--- src/hdl/capdu_pkg.sv ---
// shared types and codes of the command apdu parser
`default_nettype none
package capdu_pkg;

  localparam int unsigned DATA_W = 8;
  localparam int unsigned TOTAL_W = 17;
  localparam int unsigned COUNT_W = 16;
  localparam int unsigned LE_W = 17;

  localparam logic [TOTAL_W-1:0] MIN_APDU_LEN = 17'd4;
  localparam logic [TOTAL_W-1:0] LC_FIRST_POS = 17'd4;
  localparam logic [TOTAL_W-1:0] LC_SECOND_POS = 17'd5;
  localparam logic [TOTAL_W-1:0] EXT_LC_MIN_REM = 17'd2;
  localparam logic [LE_W-1:0] LE_EXT_ZERO = 17'h10000;

  typedef enum logic [2:0] {
    PH_CLA  = 3'd0,
    PH_INS  = 3'd1,
    PH_P1   = 3'd2,
    PH_P2   = 3'd3,
    PH_LC   = 3'd4,
    PH_BODY = 3'd5,
    PH_LE   = 3'd6,
    PH_IGN  = 3'd7
  } phase_t;

  typedef struct packed {
    logic [DATA_W-1:0]  data_byte;
    logic [TOTAL_W-1:0] total_length;
  } beat_t;

  typedef struct packed {
    logic [2:0]         byte_role;
    logic [DATA_W-1:0]  data_out;
    logic [COUNT_W-1:0] body_index;
    logic               apdu_done;
    logic               parse_ok;
    logic [DATA_W-1:0]  ins_value;
    logic [DATA_W-1:0]  p1_value;
    logic [DATA_W-1:0]  p2_value;
    logic [COUNT_W-1:0] body_length;
    logic [LE_W-1:0]    max_response_length;
  } result_t;

  typedef struct packed {
    logic valid;
    logic take;
  } stage_hs_t;

endpackage
`default_nettype wire

--- src/hdl/capdu_in_stage.sv ---
// input register stage of the command apdu parser
`default_nettype none
module capdu_in_stage (
  input  wire logic               clk,
  input  wire logic               rst_n,
  input  wire logic               in_valid,
  output logic                    in_stall,
  input  wire capdu_pkg::beat_t   in_beat,
  input  wire logic               take,
  output capdu_pkg::stage_hs_t    hs,
  output capdu_pkg::beat_t        beat
);

  logic              valid_r;
  capdu_pkg::beat_t  beat_r;

  assign in_stall = valid_r && !take;

  always_ff @(posedge clk) begin
    if (!rst_n) begin
      valid_r <= 1'b0;
    end else if (!in_stall) begin
      valid_r <= in_valid;
    end
  end

  always_ff @(posedge clk) begin
    if (!in_stall && in_valid) begin
      beat_r <= in_beat;
    end
  end

  assign hs.valid = valid_r;
  assign hs.take = take;
  assign beat = beat_r;

endmodule
`default_nettype wire

--- src/hdl/capdu_parser.sv ---
// parse state and per-byte decode of the command apdu parser
`default_nettype none
module capdu_parser (
  input  wire logic                 clk,
  input  wire logic                 rst_n,
  input  wire capdu_pkg::stage_hs_t hs,
  input  wire capdu_pkg::beat_t     beat,
  output capdu_pkg::result_t        res
);

  logic [capdu_pkg::TOTAL_W-1:0] pos_r, pos_nxt;
  capdu_pkg::phase_t             phase_r, phase_nxt;
  logic [capdu_pkg::COUNT_W-1:0] lc_r, lc_nxt;
  logic [capdu_pkg::COUNT_W-1:0] bc_r, bc_nxt;
  logic [capdu_pkg::LE_W-1:0]    le_r, le_nxt;
  logic [capdu_pkg::DATA_W-1:0]  ins_r, ins_nxt;
  logic [capdu_pkg::DATA_W-1:0]  p1_r, p1_nxt;
  logic [capdu_pkg::DATA_W-1:0]  p2_r, p2_nxt;
  logic                          failed_r, failed_nxt;

  logic [capdu_pkg::DATA_W-1:0]  b;
  logic [capdu_pkg::TOTAL_W-1:0] tot;
  logic [capdu_pkg::TOTAL_W-1:0] rem;
  logic                          rem_zero;
  logic [capdu_pkg::COUNT_W-1:0] lc_new;
  logic                          lc_final;
  logic [capdu_pkg::COUNT_W-1:0] bc_inc;
  logic [capdu_pkg::COUNT_W-1:0] le_pair;
  logic                          done;
  logic                          advance;

  assign b = beat.data_byte;
  assign tot = (beat.total_length == '0) ? 17'd1 : beat.total_length;
  assign rem = (tot > pos_r) ? (tot - pos_r - 17'd1) : '0;
  assign rem_zero = (rem == '0);
  assign bc_inc = bc_r + 16'd1;
  assign le_pair = {le_r[capdu_pkg::DATA_W-1:0], b};
  assign done = rem_zero;
  assign advance = hs.valid && hs.take;

  // lc byte decode, short or extended
  always_comb begin
    lc_new = lc_r | {8'd0, b};
    lc_final = 1'b1;
    if (pos_r == capdu_pkg::LC_FIRST_POS) begin
      lc_new = {8'd0, b};
      lc_final = !((b == '0) && (rem > capdu_pkg::EXT_LC_MIN_REM));
    end else if (pos_r == capdu_pkg::LC_SECOND_POS) begin
      lc_new = {b, 8'd0};
      lc_final = 1'b0;
    end
  end

  // next state
  always_comb begin
    pos_nxt = pos_r + 17'd1;
    phase_nxt = phase_r;
    lc_nxt = lc_r;
    bc_nxt = bc_r;
    le_nxt = le_r;
    ins_nxt = ins_r;
    p1_nxt = p1_r;
    p2_nxt = p2_r;
    failed_nxt = failed_r;
    case (phase_r)
      capdu_pkg::PH_CLA: begin
        if ((tot < capdu_pkg::MIN_APDU_LEN) || (b != '0)) begin
          failed_nxt = 1'b1;
          phase_nxt = capdu_pkg::PH_IGN;
        end else begin
          phase_nxt = capdu_pkg::PH_INS;
        end
      end
      capdu_pkg::PH_INS: begin
        ins_nxt = b;
        phase_nxt = capdu_pkg::PH_P1;
      end
      capdu_pkg::PH_P1: begin
        p1_nxt = b;
        phase_nxt = capdu_pkg::PH_P2;
      end
      capdu_pkg::PH_P2: begin
        p2_nxt = b;
        lc_nxt = '0;
        phase_nxt = rem_zero ? capdu_pkg::PH_IGN : capdu_pkg::PH_LC;
      end
      capdu_pkg::PH_LC: begin
        lc_nxt = lc_new;
        if (lc_final) begin
          bc_nxt = '0;
          if (lc_new == '0) begin
            phase_nxt = rem_zero ? capdu_pkg::PH_IGN : capdu_pkg::PH_LE;
          end else if (rem < {1'b0, lc_new}) begin
            failed_nxt = 1'b1;
            phase_nxt = capdu_pkg::PH_IGN;
          end else begin
            phase_nxt = capdu_pkg::PH_BODY;
          end
        end
      end
      capdu_pkg::PH_BODY: begin
        bc_nxt = bc_inc;
        if (bc_inc == lc_r) begin
          bc_nxt = '0;
          phase_nxt = rem_zero ? capdu_pkg::PH_IGN : capdu_pkg::PH_LE;
        end
      end
      capdu_pkg::PH_LE: begin
        if (bc_r == '0) begin
          le_nxt = {9'd0, b};
          bc_nxt = 16'd1;
          if (rem_zero) begin
            phase_nxt = capdu_pkg::PH_IGN;
          end
        end else begin
          le_nxt = (le_pair == '0) ? capdu_pkg::LE_EXT_ZERO : {1'b0, le_pair};
          phase_nxt = capdu_pkg::PH_IGN;
        end
      end
      default: begin
        phase_nxt = phase_r;
      end
    endcase
  end

  // result fields
  always_comb begin
    res.byte_role = phase_r;
    res.data_out = b;
    res.body_index = (phase_r == capdu_pkg::PH_BODY) ? bc_r : '0;
    res.apdu_done = done;
    res.parse_ok = done && !failed_nxt &&
                   !((phase_nxt == capdu_pkg::PH_INS) || (phase_nxt == capdu_pkg::PH_P1) ||
                     (phase_nxt == capdu_pkg::PH_P2) || (phase_nxt == capdu_pkg::PH_LC) ||
                     (phase_nxt == capdu_pkg::PH_BODY));
    res.ins_value = ins_nxt;
    res.p1_value = p1_nxt;
    res.p2_value = p2_nxt;
    res.body_length = lc_nxt;
    res.max_response_length = le_nxt;
  end

  // last byte of an apdu clears the state for the next one
  always_ff @(posedge clk) begin
    if (!rst_n || (advance && done)) begin
      pos_r <= '0;
      phase_r <= capdu_pkg::PH_CLA;
      lc_r <= '0;
      bc_r <= '0;
      le_r <= '0;
      ins_r <= '0;
      p1_r <= '0;
      p2_r <= '0;
      failed_r <= 1'b0;
    end else if (advance) begin
      pos_r <= pos_nxt;
      phase_r <= phase_nxt;
      lc_r <= lc_nxt;
      bc_r <= bc_nxt;
      le_r <= le_nxt;
      ins_r <= ins_nxt;
      p1_r <= p1_nxt;
      p2_r <= p2_nxt;
      failed_r <= failed_nxt;
    end
  end

endmodule
`default_nettype wire

--- src/hdl/capdu_out_stage.sv ---
// result register stage of the command apdu parser
`default_nettype none
module capdu_out_stage (
  input  wire logic                 clk,
  input  wire logic                 rst_n,
  input  wire logic                 s1_valid,
  input  wire capdu_pkg::result_t   res_in,
  output logic                      take,
  output logic                      out_valid,
  input  wire logic                 out_stall,
  output capdu_pkg::result_t        res_out
);

  logic                 valid_r;
  capdu_pkg::result_t   res_r;

  assign take = !valid_r || !out_stall;

  always_ff @(posedge clk) begin
    if (!rst_n) begin
      valid_r <= 1'b0;
    end else if (take) begin
      valid_r <= s1_valid;
    end
  end

  always_ff @(posedge clk) begin
    if (take && s1_valid) begin
      res_r <= res_in;
    end
  end

  assign out_valid = valid_r;
  assign res_out = res_r;

endmodule
`default_nettype wire

--- src/hdl/command_apdu_parser.sv ---
// top level of the command apdu parser
//
//  channel  direction  handshake             beat
//  in_      input      in_valid / in_stall   data_byte, total_length
//  out_     output     out_valid / out_stall role, byte, index, done, ok, header, lc, le
//
// one result beat per input beat, one beat per cycle sustained while out_stall is low
// path: input register, then decode into the result register
// rate set by the state update of the parse registers
// synchronous reset clears the parse state and both stage valids, no clearing pass
// in_stall rises only when the input register is full and the result register is held
`default_nettype none
module command_apdu_parser (
  input  wire logic         clk,
  input  wire logic         rst_n,
  input  wire logic         in_valid,
  output logic              in_stall,
  input  wire logic [7:0]   in_data_byte,
  input  wire logic [16:0]  in_total_length,
  output logic              out_valid,
  input  wire logic         out_stall,
  output logic [2:0]        out_byte_role,
  output logic [7:0]        out_data_out,
  output logic [15:0]       out_body_index,
  output logic              out_apdu_done,
  output logic              out_parse_ok,
  output logic [7:0]        out_ins_value,
  output logic [7:0]        out_p1_value,
  output logic [7:0]        out_p2_value,
  output logic [15:0]       out_body_length,
  output logic [16:0]       out_max_response_length
);

  capdu_pkg::beat_t     in_beat;
  capdu_pkg::beat_t     s1_beat;
  capdu_pkg::stage_hs_t s1_hs;
  capdu_pkg::result_t   res_c;
  capdu_pkg::result_t   res_q;
  logic                 take;

  assign in_beat.data_byte = in_data_byte;
  assign in_beat.total_length = in_total_length;

  capdu_in_stage u_in (
    .clk      (clk),
    .rst_n    (rst_n),
    .in_valid (in_valid),
    .in_stall (in_stall),
    .in_beat  (in_beat),
    .take     (take),
    .hs       (s1_hs),
    .beat     (s1_beat)
  );

  capdu_parser u_parser (
    .clk   (clk),
    .rst_n (rst_n),
    .hs    (s1_hs),
    .beat  (s1_beat),
    .res   (res_c)
  );

  capdu_out_stage u_out (
    .clk       (clk),
    .rst_n     (rst_n),
    .s1_valid  (s1_hs.valid),
    .res_in    (res_c),
    .take      (take),
    .out_valid (out_valid),
    .out_stall (out_stall),
    .res_out   (res_q)
  );

  assign out_byte_role = res_q.byte_role;
  assign out_data_out = res_q.data_out;
  assign out_body_index = res_q.body_index;
  assign out_apdu_done = res_q.apdu_done;
  assign out_parse_ok = res_q.parse_ok;
  assign out_ins_value = res_q.ins_value;
  assign out_p1_value = res_q.p1_value;
  assign out_p2_value = res_q.p2_value;
  assign out_body_length = res_q.body_length;
  assign out_max_response_length = res_q.max_response_length;

endmodule
`default_nettype wire
--- config.mk ---
export PLATFORM = sky130hd
export DESIGN_NAME = command_apdu_parser
export DESIGN_NICKNAME = d
export VERILOG_FILES = /design/src/hdl/capdu_pkg.sv /design/src/hdl/capdu_in_stage.sv /design/src/hdl/capdu_parser.sv /design/src/hdl/capdu_out_stage.sv /design/src/hdl/command_apdu_parser.sv
export SDC_FILE = /design/constraint.sdc
export NUM_CORES = 1
export LEC_CHECK = 0
export BUFFER_PORTS_ARGS = -buffer_cell sky130_fd_sc_hd__buf_2
export CORE_MARGIN = 5
export CORE_UTILIZATION = 55
export DETAILED_ROUTE_END_ITERATION = 10
export HOLD_SLACK_MARGIN = 0.02
export MAX_ROUTING_LAYER = met4
export PLACE_DENSITY = 0.75
export SLEW_MARGIN = 20
export SYNTH_ARGS = -nofsm -noshare
export SYNTH_HDL_FRONTEND = slang
export SYNTH_HIERARCHICAL = 1
export SYNTH_SLANG_ARGS = --single-unit
--- constraint.sdc ---
create_clock -name clk -period 7.2 [get_ports clk]
set_clock_uncertainty 0.1 [all_clocks]
set_input_delay 0.72 -clock clk [delete_from_list [all_inputs] [get_ports clk]]
set_output_delay 0.72 -clock clk [all_outputs]
set_load 0.02 [all_outputs]
==> reports/metrics.csv, run 1 <==
metric;value;unit
outcome;finished clean;
nets@finish;1263;
CTS Buf Count;22;
width of the die;150.7;µm
Unique masters post-synth;74;
syn_area_per_cell;9.533;µm²
Final period util;0.7021;
hold path cells;1;
R2R Path End;u_out/res_out[57];
Max Cap Viol;0;
CP Data Arrival Time;5.20;ns
most frequent cells after synthesis;nor2_1, edfxtp_1, nand2_1;
setup repair bufs after CTS;0;
Mapped Cells;1142;
met3 WL;1.731;mm
Crit. End Element;flop;
worst hold path class;input pin to flop;
placer congestion estimate;0.9454;
Root Buffer;clkbuf_16;
Worst Reg-to-Reg Cells;20;
largest net degree at the start of global routing;78;
post-route ant nets;0;
Synth async-reset ratio;0;
Final Hold Vio Count;0;
H-tree depth;1;
Clock Tree Buf Depth;3;
Hold Path End;u_in/beat[20];
worst setup margin;2.145;ns
WL met2;12.59;mm
Setup WS pre-CTS;2.278;ns
FP Rows;51;
Worst R2R Start;u_in/beat[8];
leak pwr;4.576;nW
wire length on met1;11.41;mm
fraction of layout cells with a size suffix above 1;0.1693;
drt first pass iters;5;
Worst Tran Pin Value;1.074;ns
WL per Instance;17.84;µm
Die H;150.7;µm
number of synthesized flops with an enable pin;111;
post_cts resized;0;
Final Setup Violations;0;
P per Cell Area;227.9;mW/mm²
YS warnings;6;
Ports;117;
GRT Overall Usage;0.2406;
fmax;197.8;MHz
Required @ worst endpoint;7.35;ns
post-synth net total;1210;
Main synth FF type;edfxtp_1;
CTS tree;built;
most frequent cell after synthesis;nor2_1;
n_diodes;0;
Synth top area share;0.3062;
port bufs;116;
clk sink count;207;
Die ar.;0.02271;mm²
Netlist Area Pre-Place;0.01089;mm²
drt via density;5.843;
VDD IR max;0.2228;mV
share of synthesized area occupied by flip-flops and latches;0.4827;
RSZ-0062 raised after global routing;no;
number of global-route vias before repair;8095;
Slew Limit Fails;0;
clock-pin slew on the worst setup and hold paths;0.06;ns
Final HPWL DP;18.62;mm
highest routed layer;met4;
Starting Density;0.5594;
initial antenna violation count;0;
Yosys top cell by area;edfxtp_1;
#FFs+latches synth;207;
hold buffers post-CTS;0;
Rel. slew slack;0.2655;
wirelength, routed;26.34;mm
post-route setup TNS;0;ns
initial DRC count;697;
DRC;0;
routed vias;8625;
worst setup path category;flop to flop;
Final Critical Period;5.055;ns
Reg2Reg Setup Slack;2.14;ns
Layout Area Growth over Synthesis;11.38;%
GRT overflow;0;
core area;0.01946;mm²
Worst-Skew Late Latency;0.50;ns
crit-path max FO;19;
global-route wire length before repair;42.82;mm
Critical Path Start Type;flop;
hold path start;in_data_byte[3];
synth top area cells;edfxtp_1, dfxtp_1, nor2_1;
final cells by class:
cell class | count | area [µm²]
Clock buffer | 34 | 646.9
Clock inverter | 6 | 56.30
Fill cell | 1629 | 7337
Inverter | 42 | 157.7
Multi-Input combinational cell | 800 | 5052
Sequential cell | 207 | 5255
Tap cell | 265 | 331.6
Timing Repair Buffer | 122 | 625.6
registers in the layout, indices dropped and copies added (netlist names), 16 cells and up:
name	cells
u_parser/lc_r	16
u_parser/le_r	17
u_parser/bc_r	16
u_in/beat	25
u_parser/pos_r	17
u_out/res_out	86
worst max path at each step:
stage	to	slack, ns	startpoint	cells past startpoint
after floorplan	u_out/res_out[57]	2.97	u_parser/pos_r[10]	20
after global placement	u_out/res_out[57]	2.42	u_in/beat[8]	20
after detailed placement	u_out/res_out[57]	2.28	u_in/beat[8]	20
after CTS	u_out/res_out[57]	2.26	u_in/beat[8]	20
after global routing	u_out/res_out[57]	1.71	u_in/beat[8]	20
final	u_out/res_out[57]	2.14	u_in/beat[8]	20
through the flow:
stage                     total power, mW  hold WS [ns]  utilization  area (µm²)  cells
after floorplan                     1.601        0.3064            -       10890   1142
after global placement              1.688        0.3416       0.5866       11420   1436
after detailed placement            1.693        0.3500       0.5866       11420   1436
after CTS                           2.783        0.2734       0.6228       12120   1476
after global routing                2.882        0.2735       0.6230       12130   1476
final                               2.764        0.2907       0.6230       12130   1476
power breakdown:
part           leakage [nW]  internal, mW  switching (mW)
sequential             1.84          1.30          0.0385
combinational          2.39         0.122           0.213
clock                 0.344         0.653           0.439
total                  4.58          2.07           0.690
layout by cell type (no fill, tap or decap), drive strengths merged, types with 19 or more instances in the layout:
cell type	synthesis	layout
and2	25	25
dfxtp	96	96
a21oi	78	78
mux2	27	27
nand3	25	25
nand4	20	20
clkbuf	58	34
nor4	19	19
nor3	49	49
xnor2	33	33
o21ai	57	57
nand2	103	103
nor2	137	137
inv	42	42
buf	35	122
ha	38	38
edfxtp	111	111
metal layers:
metal	global-route usage	vias to the layer above
met2	0.3781	314
met3	0.02830	44
met5	-	-
met4	0.06346	0
li1	-	4182
met1	0.3345	4085
cells by family after synthesis:
group,count (synthesis),synth area share
flip-flops,207,0.4827
AND/OR/NAND/NOR,456,0.2139
multiplexers,34,0.03436
adder cells (fa/ha/maj),39,0.04551
buffers and inverters,135,0.05459
XOR/XNOR,48,0.03862
AO/OA/AOI/OAI,223,0.1303
critical path: stages, from the launching register on:
cell and delay [ns]:
edfxtp_1 0.40, nor4_1 0.36, nand4_1 0.21, nor2_1 0.11
or2_2 0.13, ha_1 0.30, nand4_1 0.12, nor4_1 0.06
a211oi_1 0.46, nand2_1 0.51, nor3_1 0.37, ha_1 0.22
o21ai_0 0.12, o21ai_0 0.19, a21oi_1 0.09, o31ai_1 0.29
nand2_1 0.09, a21oi_1 0.19, o21ai_0 0.11, o211a_1 0.13
o2111a_1 0.25
Power figures use the tool's default switching activity.
==> run 2, diff against run 1 <==
- clock period: 7.2 -> 5 ns (I/O delays scaled with it)
==> run 2 against run 1 <==
Die area unchanged. Combinational power increased by 48%. Clock power increased by 42%. Core utilization increased by 0.34 points. Fmax increased by 7.9%. Cell count increased by 0.34%. First-iteration DRC count increased by 14%. Power increased by 44%. Largest power group unchanged. Highest routed layer unchanged.
==> reports/metrics.csv, run 2 (same netlist as run 1, synthesis figures left out) <==
metric;value;unit;change
Final period util;0.9372;;was 0.7021
CTS Buf Count;21;;was 22
Slew Limit Fails;0;;unchanged
post_cts resized;0;;unchanged
clock-pin slew on the worst setup and hold paths;0.06;ns;about the same
drt first pass iters;5;;unchanged
Final Critical Period;4.686;ns;was 5.055 ns
Root Buffer;clkbuf_16;;unchanged
Required @ worst endpoint;5.26;ns;was 7.35 ns
Worst-Skew Late Latency;0.51;ns;was 0.50 ns
Die H;150.7;µm;unchanged
routed vias;8658;;was 8625
number of global-route vias before repair;8230;;was 8095
Setup WS pre-CTS;0.3634;ns;was 2.278 ns
WL per Instance;18.17;µm;was 17.84 µm
hold slack;0.07476;ns;was 0.2907 ns
post-route setup TNS;0;ns;unchanged
post-layout util;0.6264;;was 0.6230
largest net degree at the start of global routing;62;;was 78
Final HPWL DP;18.81;mm;was 18.62 mm
Worst Reg-to-Reg Cells;21;;was 20
GRT overflow;0;;unchanged
wirelength, routed;26.90;mm;was 26.34 mm
leak pwr;4.612;nW;was 4.576 nW
placer congestion estimate;0.9882;;was 0.9454
CP Data Arrival Time;4.95;ns;was 5.20 ns
hold buffers post-CTS;0;;unchanged
GRT Overall Usage;0.2423;;was 0.2406
initial DRC count;796;;was 697
Final Non-Filler Cells;1481;;was 1476
width of the die;150.7;µm;unchanged
Max Cap Viol;0;;unchanged
post-route ant nets;0;;unchanged
fraction of layout cells with a size suffix above 1;0.1793;;was 0.1693
worst setup margin;0.3142;ns;was 2.145 ns
H-tree depth;1;;unchanged
clk sink count;207;;unchanged
worst hold path class;input pin to flop;;unchanged
placed cell count;1443;;was 1436
Starting Density;0.5594;;unchanged
CTS tree;built;;unchanged
Layout Area Growth over Synthesis;11.99;%;was 11.38%
n_diodes;0;;unchanged
DRC;0;;unchanged
core area;0.01946;mm²;unchanged
Crit. End Element;flop;;unchanged
Die ar.;0.02271;mm²;unchanged
port bufs;116;;unchanged
Rel. slew slack;0.3218;;was 0.2655
VDD IR max;0.2970;mV;was 0.2228 mV
crit-path max FO;3;;was 19
P per Cell Area;326.0;mW/mm²;was 227.9 mW/mm²
Final Setup Violations;0;;unchanged
nets@finish;1269;;was 1263
R2R Path End;u_out/res_out[57];;unchanged
global-route wire length before repair;42.90;mm;was 42.82 mm
most common cell after layout, fill and taps aside;nor2_1;;unchanged
Reg2Reg Setup Slack;0.31;ns;was 2.14 ns
Worst R2R Start;u_in/beat[16];;was u_in/beat[8]
outcome;finished clean;;unchanged
max FFs per register;86;;unchanged
Critical Path Start Type;flop;;unchanged
Worst Tran Pin Value;0.9917;ns;was 1.074 ns
leading cell types in the layout, fill and taps excluded;nor2_1, buf_2, edfxtp_1;;unchanged
FP Rows;51;;unchanged
worst setup path category;flop to flop;;unchanged
drt via density;5.846;;was 5.843
Final Hold Vio Count;0;;unchanged
Clock Tree Buf Depth;3;;unchanged
initial antenna violation count;0;;unchanged
setup repair bufs after CTS;0;;unchanged
Ports;117;;unchanged
Worst Setup EP;u_out/res_out[57];;unchanged
fmax;213.4;MHz;was 197.8 MHz
Critical Path Source;u_in/beat[16];;was u_in/beat[8]
-- run 2: cell types whose count changed in the layout (fill, tap and decap cells not counted), sizes merged --
| cell | change |
|---|---|
| clkbuf | -8 |
| buf | +7 |
| clkinv | +2 |
| clkinvlp | +2 |
| bufinv | +1 |
| inv | +1 |
-- run 2: worst max-delay path: stages, from the launching register on --
cell and delay (ns):
edfxtp_1 0.41, nor4_1 0.36, nand4_1 0.23, nor2_1 0.12, or2_2 0.12, ha_1 0.17
fa_1 0.23, a21oi_1 0.08, o221a_2 0.27, o21ai_0 0.33, xnor2_1 0.20, nor2_1 0.08
ha_1 0.29, a41o_1 0.18, a221o_1 0.37, nand3_1 0.11, o31ai_2 0.09, a211oi_1 0.19
nor2_1 0.09, o21ai_0 0.17, o211a_1 0.18, o2111a_1 0.20
-- run 2: worst min-delay path by stage --
stage,startpoint,to,slack [ns],depth (start not counted)
global route,in_total_length[2],u_in/beat[2],0.06,1
global placement,u_parser/le_r[16],u_parser/le_r[16],0.34,2
finish,in_total_length[3],u_in/beat[3],0.07,1
floorplan,u_parser/phase_r[0],u_out/res_out[83],0.31,0
CTS,in_total_length[1],u_in/beat[1],0.06,1
detailed placement,u_parser/le_r[15],u_parser/le_r[15],0.35,2
-- run 2: layout make-up --
| class | instances | area (µm²) |
|---|---|---|
| fillers | 1598 | 7271 |
| flip-flops and latches | 207 | 5255 |
| multi-input cells | 800 | 5062 |
| repair buffers | 129 | 703.2 |
| clock buffers | 26 | 564.3 |
| well taps | 265 | 331.6 |
| inverters | 42 | 157.7 |
| clock inverters | 12 | 117.6 |
-- run 2: power by group --
group	internal [mW]	switching (mW)
logic	0.183	0.315
clock network	0.907	0.646
registers	1.87	0.0534
-- run 2: per-stage QoR --
step                total power [mW]  area [µm²]
finish                         3.975       12190
global route                   4.133       12190
CTS                            3.997       12180
detailed placement             2.447       11490
global placement               2.441       11490
floorplan                      2.305       10890
-- run 2: routing by layer --
layer | wire length [µm] | up-vias | track usage
met2 | 12640 | 293 | 0.3808
met5 | 0 | - | -
met4 | 740 | 0 | 0.06573
met3 | 1624 | 66 | 0.03341
li1 | - | 4199 | -
met1 | 11900 | 4100 | 0.3332
==> run 3, diff against run 2 <==
- SYNTH_HIERARCHICAL: 1 -> unset
==> run 3 against run 2 <==
Non-clock buffer count rose by 2. Global-route usage fell by 1.3 points. Hold slack got worse by 0.010 ns. Combinational power fell by 13%. Register-to-register slack barely moved. Cell area rose by 2.8%. Core utilization fell by 0.12 points. Synthesized area rose by 1.9%. First-iteration DRC count fell by 19%. Wire length fell by 1.8%. Largest cell class is now multi-input gates. Count of clock-buffer cells in the layout rose by 5.
==> reports/metrics.csv, run 3 <==
metric;value;unit;change
placer congestion estimate;0.8880;;was 0.9882
Crit path largest cell delay;0.57;ns;was 0.41 ns
wirelength, routed;26.43;mm;was 26.90 mm
CP Cell Sequence;nor4_2 > nand4_1 > nor2_1 > or2_2 > ha_2 > fa_2 > buf_4 > nand2_1 > a21oi_1 > o22ai_1 > a2111oi_0 > nand3_1 > or4_4 > o21bai_1 > a21o_2 > buf_12 > nor2_1;;was nor4_1 > nand4_1 > nor2_1 > or2_2 > ha_1 > fa_1 > a21oi_1 > o221a_2 > o21ai_0 > xnor2_1 > nor2_1 > ha_1 > a41o_1 > a221o_1 > nand3_1 > o31ai_2 > a211oi_1 > nor2_1 > o21ai_0 > o211a_1 > o2111a_1
Critical Path Start Type;flop;;unchanged
routed vias;8551;;was 8658
post-route ant nets;0;;unchanged
Clock Tree Buf Depth;3;;unchanged
fmax;213.7;MHz;was 213.4 MHz
FP Rows;52;;was 51
Layout Area Growth over Synthesis;12.91;%;was 11.99%
nets@finish;1246;;was 1269
post-synth net total;1178;;was 1210
Synth async-reset ratio;0;;unchanged
Final Setup Violations;0;;unchanged
global-route wire length before repair;43.01;mm;was 42.90 mm
Rel. slew slack;0.4304;;was 0.3218
Netlist Area Pre-Place;0.01110;mm²;was 0.01089 mm²
Yosys top cell by area;edfxtp_1;;unchanged
post-layout util;0.6253;;was 0.6264
n_diodes;0;;unchanged
worst hold path class;input pin to flop;;unchanged
share of synthesized area occupied by flip-flops and latches;0.4736;;was 0.4827
syn_area_per_cell;9.997;µm²;was 9.533 µm²
GRT Overall Usage;0.2291;;was 0.2423
CP top delay family;simple AND/OR/NAND/NOR gates;;was compound AO/OA/AOI/OAI gates
Die ar.;0.02312;mm²;was 0.02271 mm²
Root Buffer;clkbuf_16;;unchanged
Filler cells;1686;;was 1598
Setup WS pre-CTS;-0.01912;ns;was 0.3634 ns
synth top area cells;edfxtp_1, dfxtp_1, mux2i_1;;was edfxtp_1, dfxtp_1, nor2_1
CTS tree;built;;unchanged
Required @ worst endpoint;5.27;ns;was 5.26 ns
#FFs+latches synth;207;;unchanged
most frequent cells after synthesis;nor2_1, edfxtp_1, dfxtp_1;;was nor2_1, edfxtp_1, nand2_1
max FFs per register;86;;unchanged
core area;0.02004;mm²;was 0.01946 mm²
WL per Instance;18.05;µm;was 18.17 µm
DRC;0;;unchanged
outcome;finished clean;;unchanged
most common cell after layout, fill and taps aside;nor2_1;;unchanged
Final period util;0.9359;;was 0.9372
Worst Tran Pin Value;0.8544;ns;was 0.9917 ns
drt first pass iters;4;;was 5
H-tree depth;1;;unchanged
Max Cap Viol;0;;unchanged
YS warnings;0;;was 6
Main synth FF type;edfxtp_1;;unchanged
fraction of layout cells with a size suffix above 1;0.1834;;was 0.1793
CP Data Arrival Time;4.95;ns;about the same
number of synthesized flops with an enable pin;111;;unchanged
Ports;117;;unchanged
number of global-route vias before repair;8291;;was 8230
clock-pin slew on the worst setup and hold paths;0.06;ns;about the same
GRT overflow;0;;unchanged
Final Hold Vio Count;0;;unchanged
Unique masters post-synth;74;;unchanged
Final Critical Period;4.680;ns;was 4.686 ns
initial antenna violation count;0;;unchanged
Synth top area share;0.3004;;was 0.3062
Slew Limit Fails;0;;unchanged
Worst-Skew Late Latency;0.51;ns;about the same
Crit. End Element;flop;;unchanged
hold buffers post-CTS;0;;unchanged
CTS Buf Count;23;;was 21
initial DRC count;645;;was 796
crit-path most repeated cell;nor2_1;;unchanged
VDD IR max;0.2680;mV;was 0.2970 mV
leading cell types in the layout, fill and taps excluded;nor2_1, buf_2, edfxtp_1;;unchanged
Starting Density;0.5538;;was 0.5594
drt via density;5.841;;was 5.846
largest net degree at the start of global routing;152;;was 62
P per Cell Area;316.0;mW/mm²;was 326.0 mW/mm²
port bufs;116;;unchanged
leak pwr;4.817;nW;was 4.612 nW
most frequent cell after synthesis;nor2_1;;unchanged
Slowest-stage cell, CP;a2111oi_0;;was edfxtp_1
worst setup path category;flop to flop;;unchanged
width of the die;152.0;µm;was 150.7 µm
crit-path max FO;93;;was 3
clk sink count;207;;unchanged
CP bufs+invs;2;;was 0
worst setup margin;0.3203;ns;was 0.3142 ns
Mapped Cells;1110;;was 1142
Final HPWL DP;18.38;mm;was 18.81 mm
Die H;152.0;µm;was 150.7 µm
-- run 3: timing repair --
action / CTS / global route
gates cloned: 0 / 0
setup endpoints to repair: 1 / 95
gates resized for setup: 1 / 8
setup buffers: 0 / 2
pin swaps: 0 / 3
-- run 3: cells by family (layout without fill, tap and decap cells) --
group / after synthesis / after routing / share of synthesized area
adder cells (fa/ha/maj): 39 / 39 / 0.04465
AND/OR/NAND/NOR: 395 / 395 / 0.1828
multiplexers: 94 / 94 / 0.08806
flip-flops: 207 / 207 / 0.4736
XOR/XNOR: 43 / 43 / 0.03394
AO/OA/AOI/OAI: 193 / 193 / 0.1222
buffers and inverters: 139 / 223 / 0.05480
-- run 3: area by class of cell --
type | count | area (µm²) | area share
clock buffers | 31 | 625.6 | 0.04993
clock inverters | 10 | 102.6 | 0.008189
inverters | 51 | 191.4 | 0.01528
multi-input cells | 764 | 5299 | 0.4229
flip-flops and latches | 207 | 5255 | 0.4194
well taps | 270 | 337.8 | 0.02696
repair buffers | 131 | 718.2 | 0.05732
-- run 3: final timing paths --
check / start / endpoint / slack (ns) / cells past startpoint
max reg2reg: u_in.beat[9] / u_parser.pos_r[4] / 0.32 / 17
min reg2reg: u_parser.p2_r[1] / u_parser.p2_r[1] / 0.39 / 2
max: u_in.beat[9] / u_parser.pos_r[4] / 0.32 / 17
min: in_data_byte[5] / u_in.beat[22] / 0.06 / 1
-- run 3: report_power, final --
group / internal [mW] / switching [mW]
Sequential: 1.85 / 0.0432
Clock: 0.977 / 0.657
Combinational: 0.164 / 0.271
-- run 3: metal layers --
layer / share of wire / global-route usage
met1: 0.43 / 0.2892
met2: 0.48 / 0.3747
met3: 0.055 / 0.03726
met4: 0.044 / 0.08390
met5: 0 / -
-- run 3: through the flow --
| stage | instances | total power [mW] | area, µm² | hold WS, ns | TNS [ns] |
|---|---|---|---|---|---|
| 2_1_floorplan | 1110 | 2.232 | 11100 | 0.3440 | 0 |
| 3_3_place_gp | 1421 | 2.343 | 11740 | 0.3626 | 0 |
| 3_5_place_dp | 1421 | 2.347 | 11740 | 0.3809 | -0.01912 |
| 4_1_cts | 1462 | 3.974 | 12470 | 0.04712 | 0 |
| 5_1_grt | 1464 | 4.106 | 12530 | 0.05558 | -0.005138 |
| 6_report | 1464 | 3.959 | 12530 | 0.06436 | 0 |
